### config.mk
export PLATFORM = sky130hd
export DESIGN_NAME = path_result_cache_fifo_unit
export DESIGN_NICKNAME = d
export VERILOG_FILES = /design/src/design/prc_pkg.sv /design/src/design/path_result_cache_fifo_unit.sv
export SDC_FILE = /design/constraint.sdc
export NUM_CORES = 2
export LEC_CHECK = 0
export BUFFER_PORTS_ARGS = -buffer_cell sky130_fd_sc_hd__buf_4
export CORE_UTILIZATION = 30
export CTS_CLUSTER_DIAMETER = 60
export CTS_CLUSTER_SIZE = 28
export DETAILED_ROUTE_END_ITERATION = 6
export GPL_ROUTABILITY_DRIVEN = 0
export PLACE_DENSITY = 0.46
export SETUP_SLACK_MARGIN = 0.02
export SYNTH_ARGS = -nofsm -noshare
export SYNTH_HDL_FRONTEND = slang
export SYNTH_SLANG_ARGS = --single-unit
### constraint.sdc
create_clock -name i_clk -period 4.75 [get_ports i_clk]
set_input_delay 0.2375 -clock i_clk [delete_from_list [all_inputs] [get_ports i_clk]]
set_output_delay 0.2375 -clock i_clk [all_outputs]
set_load 0.02 [all_outputs]
### src/design/prc_pkg.sv
// prc_pkg: shared codes, field widths and types for the path result cache
// no dependencies; used by path_result_cache_fifo_unit
`timescale 1ns / 1ps

package prc_pkg;

    // request codes
    localparam logic [1:0] REQ_LOOKUP = 2'd0;
    localparam logic [1:0] REQ_STORE  = 2'd1;
    localparam logic [1:0] REQ_CLEAR  = 2'd2;
    localparam logic [1:0] REQ_STATS  = 2'd3;

    // result kinds
    localparam logic KIND_LOOKUP = 1'b0;
    localparam logic KIND_STATS  = 1'b1;

    // fixed field widths
    localparam int COORD_W = 4;
    localparam int KEY_W   = 16;
    localparam int LEN_W   = 7;
    localparam int NODE_W  = 8;
    localparam int CNT_W   = 32;
    localparam int RATE_W  = 7;

    // hit rate scale and divider sizing
    localparam int RATE_SCALE = 100;
    localparam int TOTAL_W    = CNT_W + 1;
    localparam int PROD_W     = CNT_W + RATE_W;
    localparam int STEP_W     = 3;

    typedef logic [KEY_W-1:0] t_key;
    typedef logic [LEN_W-1:0] t_len;

endpackage

### src/design/path_result_cache_fifo_unit.sv
// path_result_cache_fifo_unit: fully associative path cache with round-robin replacement
// depends on prc_pkg for request codes, widths and types
`timescale 1ns / 1ps

// Command-style block: a request is taken on a clock edge with start high and
// busy low. Store and clear finish in the cycle they are taken and busy stays
// low, so store nodes can be sent every cycle. A lookup keeps busy high for the
// key compare and the length memory read, and on a hit of a non-empty path of
// L nodes also while the nodes stream out, one node per cycle out of the node
// memory, whose read port is used once per cycle. A statistics request keeps
// busy high for the multiply by 100 and the bit-per-cycle divider that forms
// the hit rate. Each result shows on the o_ result ports for exactly one cycle
// with o_result_valid high, in the cycle after the block produced it; the
// receiver cannot stall, so every strobed result must be taken
// when it appears.
module path_result_cache_fifo_unit #(
    parameter int ENTRY_COUNT    = 8,
    parameter int MAX_PATH_NODES = 32,
    parameter int NODE_BITS      = 8
) (
    input  logic                          i_clk,
    input  logic                          i_rst_n,
    input  logic                          start,
    output logic                          busy,
    input  logic [1:0]                    i_req_type,
    input  logic [prc_pkg::COORD_W-1:0]   i_start_x,
    input  logic [prc_pkg::COORD_W-1:0]   i_start_y,
    input  logic [prc_pkg::COORD_W-1:0]   i_goal_x,
    input  logic [prc_pkg::COORD_W-1:0]   i_goal_y,
    input  logic [prc_pkg::LEN_W-1:0]     i_path_length,
    input  logic [prc_pkg::NODE_W-1:0]    i_node_value,
    output logic                          o_result_valid,
    output logic                          o_result_kind,
    output logic                          o_hit,
    output logic [prc_pkg::LEN_W-1:0]     o_path_length_out,
    output logic [prc_pkg::NODE_W-1:0]    o_node_out,
    output logic                          o_last_result,
    output logic [prc_pkg::CNT_W-1:0]     o_hit_count,
    output logic [prc_pkg::CNT_W-1:0]     o_miss_count,
    output logic [prc_pkg::RATE_W-1:0]    o_hit_rate
);

    localparam int EW    = (ENTRY_COUNT > 1) ? $clog2(ENTRY_COUNT) : 1;
    localparam int NW    = (MAX_PATH_NODES > 1) ? $clog2(MAX_PATH_NODES) : 1;
    localparam int CW    = $clog2(MAX_PATH_NODES + 1);
    localparam int NB    = (NODE_BITS < prc_pkg::NODE_W) ? NODE_BITS : prc_pkg::NODE_W;
    localparam int AW    = EW + NW;
    localparam int DEPTH = ENTRY_COUNT << NW;

    localparam logic [EW-1:0] LAST_ENTRY = EW'(ENTRY_COUNT - 1);
    localparam prc_pkg::t_len MAX_LEN    = prc_pkg::LEN_W'(MAX_PATH_NODES);

    // controller states
    localparam logic [2:0] S_IDLE = 3'd0;
    localparam logic [2:0] S_CMP  = 3'd1;
    localparam logic [2:0] S_LEN  = 3'd2;
    localparam logic [2:0] S_NODE = 3'd3;
    localparam logic [2:0] S_MUL  = 3'd4;
    localparam logic [2:0] S_DIV  = 3'd5;

    // storage
    logic [NB-1:0]         mem_nodes [0:DEPTH-1];
    prc_pkg::t_len         mem_len   [0:ENTRY_COUNT-1];
    prc_pkg::t_key         r_entry_key [0:ENTRY_COUNT-1];
    logic [ENTRY_COUNT-1:0] r_valid, n_valid;

    // control registers
    logic [2:0]                   r_state, n_state;
    logic [EW-1:0]                r_wp, n_wp;
    logic [CW-1:0]                r_store_cnt, n_store_cnt;
    prc_pkg::t_len                r_store_len, n_store_len;
    logic [prc_pkg::CNT_W-1:0]    r_hits, n_hits;
    logic [prc_pkg::CNT_W-1:0]    r_misses, n_misses;
    prc_pkg::t_key                r_key, n_key;
    logic                         r_found, n_found;
    logic [EW-1:0]                r_idx, n_idx;
    prc_pkg::t_len                r_len, n_len;
    logic [NW-1:0]                r_j, n_j;
    logic [prc_pkg::PROD_W-1:0]   r_prod, n_prod;
    logic [prc_pkg::PROD_W-1:0]   r_div, n_div;
    logic                         r_tot_zero, n_tot_zero;
    logic [prc_pkg::RATE_W-1:0]   r_quot, n_quot;
    logic [prc_pkg::STEP_W-1:0]   r_step, n_step;

    // memory read data
    logic [NB-1:0]  r_node_rd;
    prc_pkg::t_len  r_len_rd;

    // output registers
    logic                          r_out_valid, n_out_valid;
    logic                          r_out_kind, n_out_kind;
    logic                          r_out_hit, n_out_hit;
    prc_pkg::t_len                 r_out_len, n_out_len;
    logic [NB-1:0]                 r_out_node, n_out_node;
    logic                          r_out_last, n_out_last;
    logic [prc_pkg::CNT_W-1:0]     r_out_hc, n_out_hc;
    logic [prc_pkg::CNT_W-1:0]     r_out_mc, n_out_mc;
    logic [prc_pkg::RATE_W-1:0]    r_out_rate, n_out_rate;

    // combinational helpers
    logic                         accept;
    prc_pkg::t_key                in_key;
    prc_pkg::t_len                len_sat;
    prc_pkg::t_len                eff_len;
    logic                         st_first;
    logic                         st_take;
    logic                         node_we;
    logic                         key_we;
    logic [AW-1:0]                wr_addr;
    logic [AW-1:0]                rd_addr;
    logic [CW-1:0]                cnt_inc;
    logic                         match_found;
    logic [EW-1:0]                match_idx;
    logic                         div_ge;
    logic [prc_pkg::RATE_W-1:0]   quot_next;

    assign busy   = (r_state != S_IDLE);
    assign accept = start && !busy;
    assign in_key = {i_goal_y, i_goal_x, i_start_y, i_start_x};

    // store bookkeeping for the current node
    assign st_first = (r_store_cnt == '0);
    assign len_sat  = (i_path_length > MAX_LEN) ? MAX_LEN : i_path_length;
    assign eff_len  = st_first ? len_sat : r_store_len;
    assign st_take  = accept && (i_req_type == prc_pkg::REQ_STORE);
    assign key_we   = st_take && st_first;
    assign node_we  = st_take && (prc_pkg::LEN_W'(r_store_cnt) < eff_len);
    assign cnt_inc  = node_we ? (r_store_cnt + CW'(1)) : r_store_cnt;
    assign wr_addr  = {r_wp, r_store_cnt[NW-1:0]};

    // node read address: first node after the length read, then the next one
    assign rd_addr = (r_state == S_NODE) ? {r_idx, r_j + NW'(1)} : {r_idx, NW'(0)};

    // associative compare, lowest valid index wins
    always_comb begin
        match_found = 1'b0;
        match_idx   = '0;
        for (int e = ENTRY_COUNT - 1; e >= 0; e--) begin
            if (r_valid[e] && (r_entry_key[e] == r_key)) begin
                match_found = 1'b1;
                match_idx   = EW'(e);
            end
        end
    end

    // one restoring divider step
    assign div_ge    = (r_prod >= r_div);
    assign quot_next = {r_quot[prc_pkg::RATE_W-2:0], div_ge};

    // next-state logic
    always_comb begin
        n_state     = r_state;
        n_valid     = r_valid;
        n_wp        = r_wp;
        n_store_cnt = r_store_cnt;
        n_store_len = r_store_len;
        n_hits      = r_hits;
        n_misses    = r_misses;
        n_key       = r_key;
        n_found     = r_found;
        n_idx       = r_idx;
        n_len       = r_len;
        n_j         = r_j;
        n_prod      = r_prod;
        n_div       = r_div;
        n_tot_zero  = r_tot_zero;
        n_quot      = r_quot;
        n_step      = r_step;
        n_out_valid = 1'b0;
        n_out_kind  = prc_pkg::KIND_LOOKUP;
        n_out_hit   = 1'b0;
        n_out_len   = '0;
        n_out_node  = '0;
        n_out_last  = 1'b1;
        n_out_hc    = '0;
        n_out_mc    = '0;
        n_out_rate  = '0;

        case (r_state)
            S_IDLE: begin
                if (accept) begin
                    case (i_req_type)
                        prc_pkg::REQ_LOOKUP: begin
                            n_key   = in_key;
                            n_state = S_CMP;
                        end
                        prc_pkg::REQ_STORE: begin
                            if (st_first) begin
                                n_valid[r_wp] = 1'b0;
                            end
                            n_store_len = eff_len;
                            n_store_cnt = cnt_inc;
                            if (prc_pkg::LEN_W'(cnt_inc) >= eff_len) begin
                                n_valid[r_wp] = 1'b1;
                                n_wp          = (r_wp == LAST_ENTRY) ? '0 : r_wp + EW'(1);
                                n_store_cnt   = '0;
                            end
                        end
                        prc_pkg::REQ_CLEAR: begin
                            n_valid     = '0;
                            n_wp        = '0;
                            n_store_cnt = '0;
                        end
                        default: begin
                            n_state = S_MUL;
                        end
                    endcase
                end
            end
            S_CMP: begin
                n_found = match_found;
                n_idx   = match_idx;
                if (match_found) begin
                    n_hits = r_hits + 32'd1;
                end else begin
                    n_misses = r_misses + 32'd1;
                end
                n_state = S_LEN;
            end
            S_LEN: begin
                if (!r_found || (r_len_rd == '0)) begin
                    n_out_valid = 1'b1;
                    n_out_hit   = r_found;
                    n_state     = S_IDLE;
                end else begin
                    n_len   = r_len_rd;
                    n_j     = '0;
                    n_state = S_NODE;
                end
            end
            S_NODE: begin
                n_out_valid = 1'b1;
                n_out_hit   = 1'b1;
                n_out_len   = r_len;
                n_out_node  = r_node_rd;
                n_out_last  = (prc_pkg::LEN_W'(r_j) == r_len - prc_pkg::LEN_W'(1));
                if (n_out_last) begin
                    n_state = S_IDLE;
                end else begin
                    n_j = r_j + NW'(1);
                end
            end
            S_MUL: begin
                n_prod     = prc_pkg::PROD_W'(r_hits) * prc_pkg::PROD_W'(prc_pkg::RATE_SCALE);
                n_div      = prc_pkg::PROD_W'({1'b0, r_hits} + {1'b0, r_misses})
                             << (prc_pkg::RATE_W - 1);
                n_tot_zero = (r_hits == '0) && (r_misses == '0);
                n_quot     = '0;
                n_step     = '0;
                n_state    = S_DIV;
            end
            S_DIV: begin
                if (div_ge) begin
                    n_prod = r_prod - r_div;
                end
                n_div  = r_div >> 1;
                n_quot = quot_next;
                n_step = r_step + prc_pkg::STEP_W'(1);
                if (r_step == prc_pkg::STEP_W'(prc_pkg::RATE_W - 1)) begin
                    n_out_valid = 1'b1;
                    n_out_kind  = prc_pkg::KIND_STATS;
                    n_out_hc    = r_hits;
                    n_out_mc    = r_misses;
                    n_out_rate  = r_tot_zero ? '0 : quot_next;
                    n_state     = S_IDLE;
                end
            end
            default: begin
                n_state = S_IDLE;
            end
        endcase
    end

    // control registers
    always_ff @(posedge i_clk) begin
        if (!i_rst_n) begin
            r_state     <= S_IDLE;
            r_valid     <= '0;
            r_wp        <= '0;
            r_store_cnt <= '0;
            r_hits      <= '0;
            r_misses    <= '0;
            r_out_valid <= 1'b0;
        end else begin
            r_state     <= n_state;
            r_valid     <= n_valid;
            r_wp        <= n_wp;
            r_store_cnt <= n_store_cnt;
            r_hits      <= n_hits;
            r_misses    <= n_misses;
            r_out_valid <= n_out_valid;
        end
    end

    // datapath and output registers
    always_ff @(posedge i_clk) begin
        r_store_len <= n_store_len;
        r_key       <= n_key;
        r_found     <= n_found;
        r_idx       <= n_idx;
        r_len       <= n_len;
        r_j         <= n_j;
        r_prod      <= n_prod;
        r_div       <= n_div;
        r_tot_zero  <= n_tot_zero;
        r_quot      <= n_quot;
        r_step      <= n_step;
        r_out_kind  <= n_out_kind;
        r_out_hit   <= n_out_hit;
        r_out_len   <= n_out_len;
        r_out_node  <= n_out_node;
        r_out_last  <= n_out_last;
        r_out_hc    <= n_out_hc;
        r_out_mc    <= n_out_mc;
        r_out_rate  <= n_out_rate;
    end

    // entry keys and lengths, written at the write pointer on the first node
    always_ff @(posedge i_clk) begin
        if (key_we) begin
            r_entry_key[r_wp] <= in_key;
            mem_len[r_wp]     <= len_sat;
        end
        r_len_rd <= mem_len[match_idx];
    end

    // node memory, one write and one registered read per cycle
    always_ff @(posedge i_clk) begin
        if (node_we) begin
            mem_nodes[wr_addr] <= i_node_value[NB-1:0];
        end
        r_node_rd <= mem_nodes[rd_addr];
    end

    // result ports
    assign o_result_valid    = r_out_valid;
    assign o_result_kind     = r_out_kind;
    assign o_hit             = r_out_hit;
    assign o_path_length_out = r_out_len;
    assign o_node_out        = prc_pkg::NODE_W'(r_out_node);
    assign o_last_result     = r_out_last;
    assign o_hit_count       = r_out_hc;
    assign o_miss_count      = r_out_mc;
    assign o_hit_rate        = r_out_rate;

`ifndef SYNTHESIS
    // a store in progress never runs past its length
    a_store_cnt: assert property (@(posedge i_clk) disable iff (!i_rst_n)
        (r_store_cnt == '0) || (prc_pkg::LEN_W'(r_store_cnt) < r_store_len))
        else $error("store node counter beyond stored length");

    // a taken lookup holds the block busy for the compare
    a_lookup_busy: assert property (@(posedge i_clk) disable iff (!i_rst_n)
        (accept && (i_req_type == prc_pkg::REQ_LOOKUP)) |=> (busy && (r_state == S_CMP)))
        else $error("lookup not taken into compare");

    // node streaming index stays inside the cached path
    a_node_idx: assert property (@(posedge i_clk) disable iff (!i_rst_n)
        (r_state == S_NODE) |-> (prc_pkg::LEN_W'(r_j) < r_len))
        else $error("node index beyond path length");

    // divider never yields a rate above one hundred percent
    a_rate_range: assert property (@(posedge i_clk) disable iff (!i_rst_n)
        (o_result_valid && (o_result_kind == prc_pkg::KIND_STATS))
        |-> (o_hit_rate <= prc_pkg::RATE_W'(prc_pkg::RATE_SCALE)))
        else $error("hit rate out of range");

    // a miss or statistics result carries no path
    a_miss_empty: assert property (@(posedge i_clk) disable iff (!i_rst_n)
        (o_result_valid && !o_hit) |-> ((o_path_length_out == '0) && o_last_result))
        else $error("miss or statistics result carries path data");
`endif

endmodule
[Word-level counts from Yosys, hierarchy flattened]
Memory sizes are Yosys's and may differ from the RTL's. A register that Yosys moved wholly into a read port is not among the register bits.
Index checks and enable logic that the tools add are counted.
W data, S select, Z words.
Word-level totals
  register bits: 301
  latch bits: 0
  memory bits (writable): 2232
  memory bits (read-only): 0
  input port bits: 36
  output and inout port bits: 91
  word-level logic and storage cells: 174
  memories: 3
Memories
  mem_nodes: depth 256, width 8, rd ports 1, clocked after Yosys merged registers in 1, write ports 1, line path_result_cache_fifo_unit.sv:62  | logic [NB-1:0] mem_nodes [0:DEPTH-1];
  r_entry_key: depth 8, width 16, rd ports 8, clocked after Yosys merged registers in 0, write ports 1, line path_result_cache_fifo_unit.sv:64  | prc_pkg::t_key r_entry_key [0:ENTRY_COUNT-1];
  mem_len: depth 8, width 7, rd ports 1, clocked after Yosys merged registers in 1, write ports 1, line path_result_cache_fifo_unit.sv:63  | prc_pkg::t_len mem_len [0:ENTRY_COUNT-1];
Operators by class
  add/sub/neg operators: 9
  multipliers: 1
  div/mod/pow operators: 0
  order comparisons: 6
  equal/unequal tests: 26
  shift-type cells: 0
  multiplexer cells: 56
  bitwise gates (word level): 7
  reductions and logical operators: 40
Operators with widths (number)
  $pmux W39 S2: 2
  $eq A16 B16 Y1: 8
  $add A32 B1 Y32 const B: 2
  $logic_not A32 Y1: 2
  $mux W8: 5
  $ge A39 B39 Y1: 1
  $mux W3: 13
  $mux W39: 1
  $sub A39 B39 Y39: 1
  $mul A32 B5 Y37 const B: 1
  $add A32 B32 Y33: 1
  $pmux W6 S2: 2
  $pmux W3 S2: 3
  $pmux W3 S6: 1
  $mux W1: 16
  $pmux W8 S2: 1
  $mux W5: 3
  $logic_and A1 B1 Y1: 14
  $mux W7: 2
  $eq A3 B3 Y1 const B: 4
  $mux W6: 2
  $ne A2 B2 Y1 const B: 6
  $reduce_and A3 Y1: 4
  $pmux W5 S2: 1
  35 further kinds: 49

[Longest topological paths before layout]
  depth after elaboration: 13
  mapped depth: 26
  depth with buffers taken out: 22

[Least setup slack after synthesis]
OpenSTA, ideal clock, no wires.
  path type: flip-flop to flip-flop
  start: reg r_store_cnt[4]
  end: reg r_store_cnt[3]
  library setup time: 0.070 ns
  data arrival time: 4.700 ns
  required time: 4.680 ns
  setup slack: -0.021 ns
  cell stages (with the launch flop): 25
  buffers on the path: 4
  period minus slack after synthesis: 4.771 ns
  path through: dfxtp_1 > clkbuf_1 > nor4_1 > and2_1 > clkbuf_1 > clkbuf_1 > nand2_1 > and2_1 > ha_1 > a21oi_1 > nor2b_1 > a41o_1 > o21ai_1 > buf_2 > xnor2_1 > ha_1 > nand2b_1 > a21o_1 > a21o_1 > a21o_1 > a21o_1 > a21oi_1 > o21ai_0 > or3_1 > a21oi_1
On the way
  longest elaborated chain between the ends: 8
  elaborated cells on any way between the ends: 9
  classes of those cells: add/sub (1); order compare (2); mux (4); reduce/logical (2)
RTL lines
  start: declaration: line path_result_cache_fifo_unit.sv:70  | logic [CW-1:0] r_store_cnt, n_store_cnt;
  start signal: assignment: line path_result_cache_fifo_unit.sv:288  | r_store_cnt <= n_store_cnt;
  $logic_not A6 Y1: line path_result_cache_fifo_unit.sv:122  | assign st_first = (r_store_cnt == '0);
  $mux W7: line path_result_cache_fifo_unit.sv:124  | assign eff_len = st_first ? len_sat : r_store_len;
  $lt A6 B7 Y1: line path_result_cache_fifo_unit.sv:127  | assign node_we = st_take && (prc_pkg::LEN_W'(r_store_cnt) < eff_len);
  $logic_and A1 B1 Y1: line path_result_cache_fifo_unit.sv:127
  $mux W6: line path_result_cache_fifo_unit.sv:128  | assign cnt_inc = node_we ? (r_store_cnt + CW'(1)) : r_store_cnt;
  $ge A6 B7 Y1: line path_result_cache_fifo_unit.sv:193  | if (prc_pkg::LEN_W'(cnt_inc) >= eff_len) begin
  $mux W6 (*): line path_result_cache_fifo_unit.sv:193
  $pmux W6 S2 (*): line path_result_cache_fifo_unit.sv:182  | case (i_req_type)
Mark *: on every way between the ends. The rest lies on a longest branch, timed or not.
A chain may end at the register's enable or synchronous reset.

[Final worst setup path]
  start: reg r_hits[6] (netlist bit)
  end: reg r_prod[38] (netlist bit), data pin
On the way
  longest elaborated chain between the ends: 2
RTL lines
  start: declaration: line path_result_cache_fifo_unit.sv:72  | logic [prc_pkg::CNT_W-1:0] r_hits, n_hits;
  start signal: assignment: line path_result_cache_fifo_unit.sv:289  | r_hits <= n_hits;
  $mul A32 B5 Y37: line path_result_cache_fifo_unit.sv:244  | n_prod = prc_pkg::PROD_W'(r_hits) * prc_pkg::PROD_W'(prc_pkg::RATE_SCALE);
  $pmux W39 S2: line path_result_cache_fifo_unit.sv:179  | case (r_state)
  via n_prod (one bit): line path_result_cache_fifo_unit.sv:79  | logic [prc_pkg::PROD_W-1:0] r_prod, n_prod;
  end signal: assignment: line path_result_cache_fifo_unit.sv:303  | r_prod <= n_prod;
  end: declaration: line path_result_cache_fifo_unit.sv:79
The timed path passes the listed nets, and every way through them passes these cells.

==> flow_metrics.env <==
export IMPL_area_growth_syn_to_layout_pct=14.1
export IMPL_ys_ff_latch=2548
export IMPL_netlist_area_sq_um=107000
export IMPL_timing_fmax_ghz=0.225
export IMPL_ys_warn_count=0
export IMPL_ir_worst_vdd_mv=0.286
export IMPL_grt_pass1_wl_um=476000
export IMPL_numCtsBuffers=170
export IMPL_io_pins=127
export IMPL_io_buffers=126
export IMPL_slew_headroom=0.245
export IMPL_seqCellArea_sq_um=74600
export IMPL_min_path_type="input port to flip-flop"
export IMPL_worstSetupEndpointType="flip-flop"
export IMPL_nets=8653
export IMPL_fin_cells=13200
export IMPL_initial_core_util=0.302
export IMPL_p_per_area_nw_per_um2=386
export IMPL_place_area_sq_um=115000
export IMPL_worst_setup_path_start_kind="flip-flop"
export IMPL_drt_wl_total_um=327000
export IMPL_cts_root_buf="clkbuf_16"
export IMPL_multi_input_area_sq_um=29200
export IMPL_avgSynthCellArea_sq_um=13.0
export IMPL_synth_common_cells="edfxtp_1 (2359), nand2_1 (1212), nand3_1 (534), o22ai_1 (517), nor2_1 (497)"
export IMPL_die_h_um=598
export IMPL_finalSetupViolations=0
export IMPL_dp_cells=12900
export IMPL_grt_max_degree=170
export IMPL_vias=68600
export IMPL_rsz0062_at_grt="yes"
export IMPL_hold_violations=0
export IMPL_synth_top_area_cell="edfxtp_1"
export IMPL_die_w_um=598
export IMPL_power_leakage_nw=41.5
export IMPL_postRouteAntennaNets=0
export IMPL_clkLatencyLatePin_ns=0.90
export IMPL_core_area_sq_um=353000
export IMPL_tns_ns=0
export IMPL_antenna_found_initial=17
export IMPL_place_hpwl_um=201000
export IMPL_cts_setup_buffers=0
export IMPL_wl_per_cell_um=24.7
export IMPL_grt_ovfl_total=0
export IMPL_grt_pass1_vias=67100
export IMPL_cts_reportedPaths_clkPinSlew_ns=0.08
export IMPL_synth_area_leaders="edfxtp_1 (66%), nand2_1 (4.3%), dfxtp_1 (3.5%)"
export IMPL_fp_dieArea_sq_um=358000
export IMPL_htreeDepth=4
export IMPL_fillers=34300
export IMPL_via_per_inst=5.18
export IMPL_crit_path_max_fanout=4
export IMPL_slew_viol_final=0
export IMPL_ys_types=85
export IMPL_stdcell_area_sq_um=122000
export IMPL_dr_pass1_iters=6
export IMPL_hold_ws_ns=0.0853
export IMPL_cts_max_path_buffers=4
export IMPL_cts_sinks=2548
export IMPL_synth_edf_count=2359
export IMPL_clock_skew_ns=0.0613
export IMPL_synth_flop_cell="edfxtp_1"
export IMPL_grtUsageTotal=0.179
export IMPL_netlist_instances=8196
export IMPL_cp_required_ns=5.35
export IMPL_drive_gt1_frac=0.106
export IMPL_drt_iter0_drc=6591
export IMPL_cts_tree="done"
export IMPL_ys_seq_area_frac=0.699
export IMPL_maxCapViolCount=0
export IMPL_status="finished, final reports clean"
export IMPL_post_route_min_period_ns=4.44
export IMPL_worstMarginPinSlew_ns=1.13
export IMPL_ys_async_sr_fraction=0
export IMPL_num_rows=218
export IMPL_synth_most_common_cell="edfxtp_1"
export IMPL_crit_type="flip-flop to flip-flop"
export IMPL_fin_util=0.345
export IMPL_drcViolationCount=0
export IMPL_post_route_period_util=0.934
export IMPL_synth_top_area_frac=0.664
export IMPL_arrival_ns=5.04
==> critical path: stages (launching register included) <==
cell	delay, ns
dfxtp_1	0.39
inv_1	0.15
ha_1	0.32
ha_1	0.28
inv_1	0.05
fa_1	0.47
inv_1	0.05
ha_1	0.29
o21ai_0	0.10
a21boi_0	0.15
o211ai_1	0.34
a21oi_2	0.13
a31o_2	0.32
a211oi_4	0.24
o21ai_2	0.12
o311a_1	0.32
o211a_1	0.21
a211o_1	0.22
==> stage by stage <==
stage | power (mW) | worst slack, ns
2_1_floorplan | 28.7 | 0.0913
6_report | 47.0 | 0.315
3_5_place_dp | 30.8 | 0.116
5_1_grt | 48.7 | 0.00287
4_1_cts | 47.5 | 0.0968
3_3_place_gp | 30.8 | 0.123
==> cell families after synthesis <==
group | after synthesis | synth area share
flops | 2548 | 0.699
fa+ha+maj | 243 | 0.0305
simple gates | 2734 | 0.114
buf+inv | 781 | 0.0292
xor+xnor | 264 | 0.0217
mux | 58 | 0.00552
other cells | 1 | 0.0000351
compound gates | 1567 | 0.100
==> cell usage in the layout, fill, tap and decap left out, types with 51 or more instances in the layout <==
master	n
a21oi_1	131
a221oi_1	258
a311oi_1	101
a31oi_1	98
and2_1	64
and3_1	136
buf_12	52
buf_4	452
clkbuf_16	173
dfxtp_1	188
edfxtp_1	2359
ha_1	214
inv_1	225
mux2i_1	51
nand2_1	1199
nand3_1	529
nor2_1	485
nor3_1	101
o21ai_0	227
o22ai_1	517
xnor2_1	127
xor2_1	137
==> flip-flops by register name, indices dropped and copies added, names as in the netlist, 7 cells and up <==
name	count
mem_nodes	2048
o_hit_rate	7
r_valid	8
r_prod	39
o_miss_count	32
o_path_length_out	7
r_len	7
r_key	16
r_misses	32
r_hits	32
mem_len	56
r_store_len	7
o_node_out	8
r_node_rd	8
o_hit_count	32
r_div	39
r_entry_key	128
r_len_rd	7
==> metal layers <==
| layer | wire [um] | track usage | share of wire |
|---|---|---|---|
| met5 | 0 | 0 | 0 |
| met3 | 19000 | 0.0245 | 0.058 |
| met1 | 149000 | 0.256 | 0.46 |
| met4 | 7310 | 0.0407 | 0.022 |
| met2 | 152000 | 0.286 | 0.46 |
==> where the power goes <==
group          internal, mW  switching (mW)  total (mW)
Combinational          1.68            3.38        5.06
Clock                  7.76            8.93        16.7
Sequential             25.0           0.265        25.3
==> layout make-up <==
class                   instances  share of cell area
repair buffers                548              0.0404
clock inverters               126              0.0147
flip-flops and latches       2548               0.613
inverters                     232             0.00734
well taps                    4730              0.0486
clock buffers                 178              0.0358
multi-input cells            4874               0.240
diodes                          7            0.000144
==> repair_timing <==
action / in CTS / in global routing
endpoints found under the setup margin: 0 / 19
hold buffers: 36 / 0
hold endpoints to repair: 632 / 0
gates resized for setup: 0 / 18
==> final timing paths <==
kind	start	to	slack [ns]	cells past startpoint
max	r_hits[6]	r_prod[38]	0.31	17
min	i_req_type[0]	r_state[2]	0.09	5
max reg2reg	r_hits[6]	r_prod[38]	0.31	17
min reg2reg	r_len_rd[0]	r_len[0]	0.44	0
Note: power is estimated with default switching activity, not from simulation.
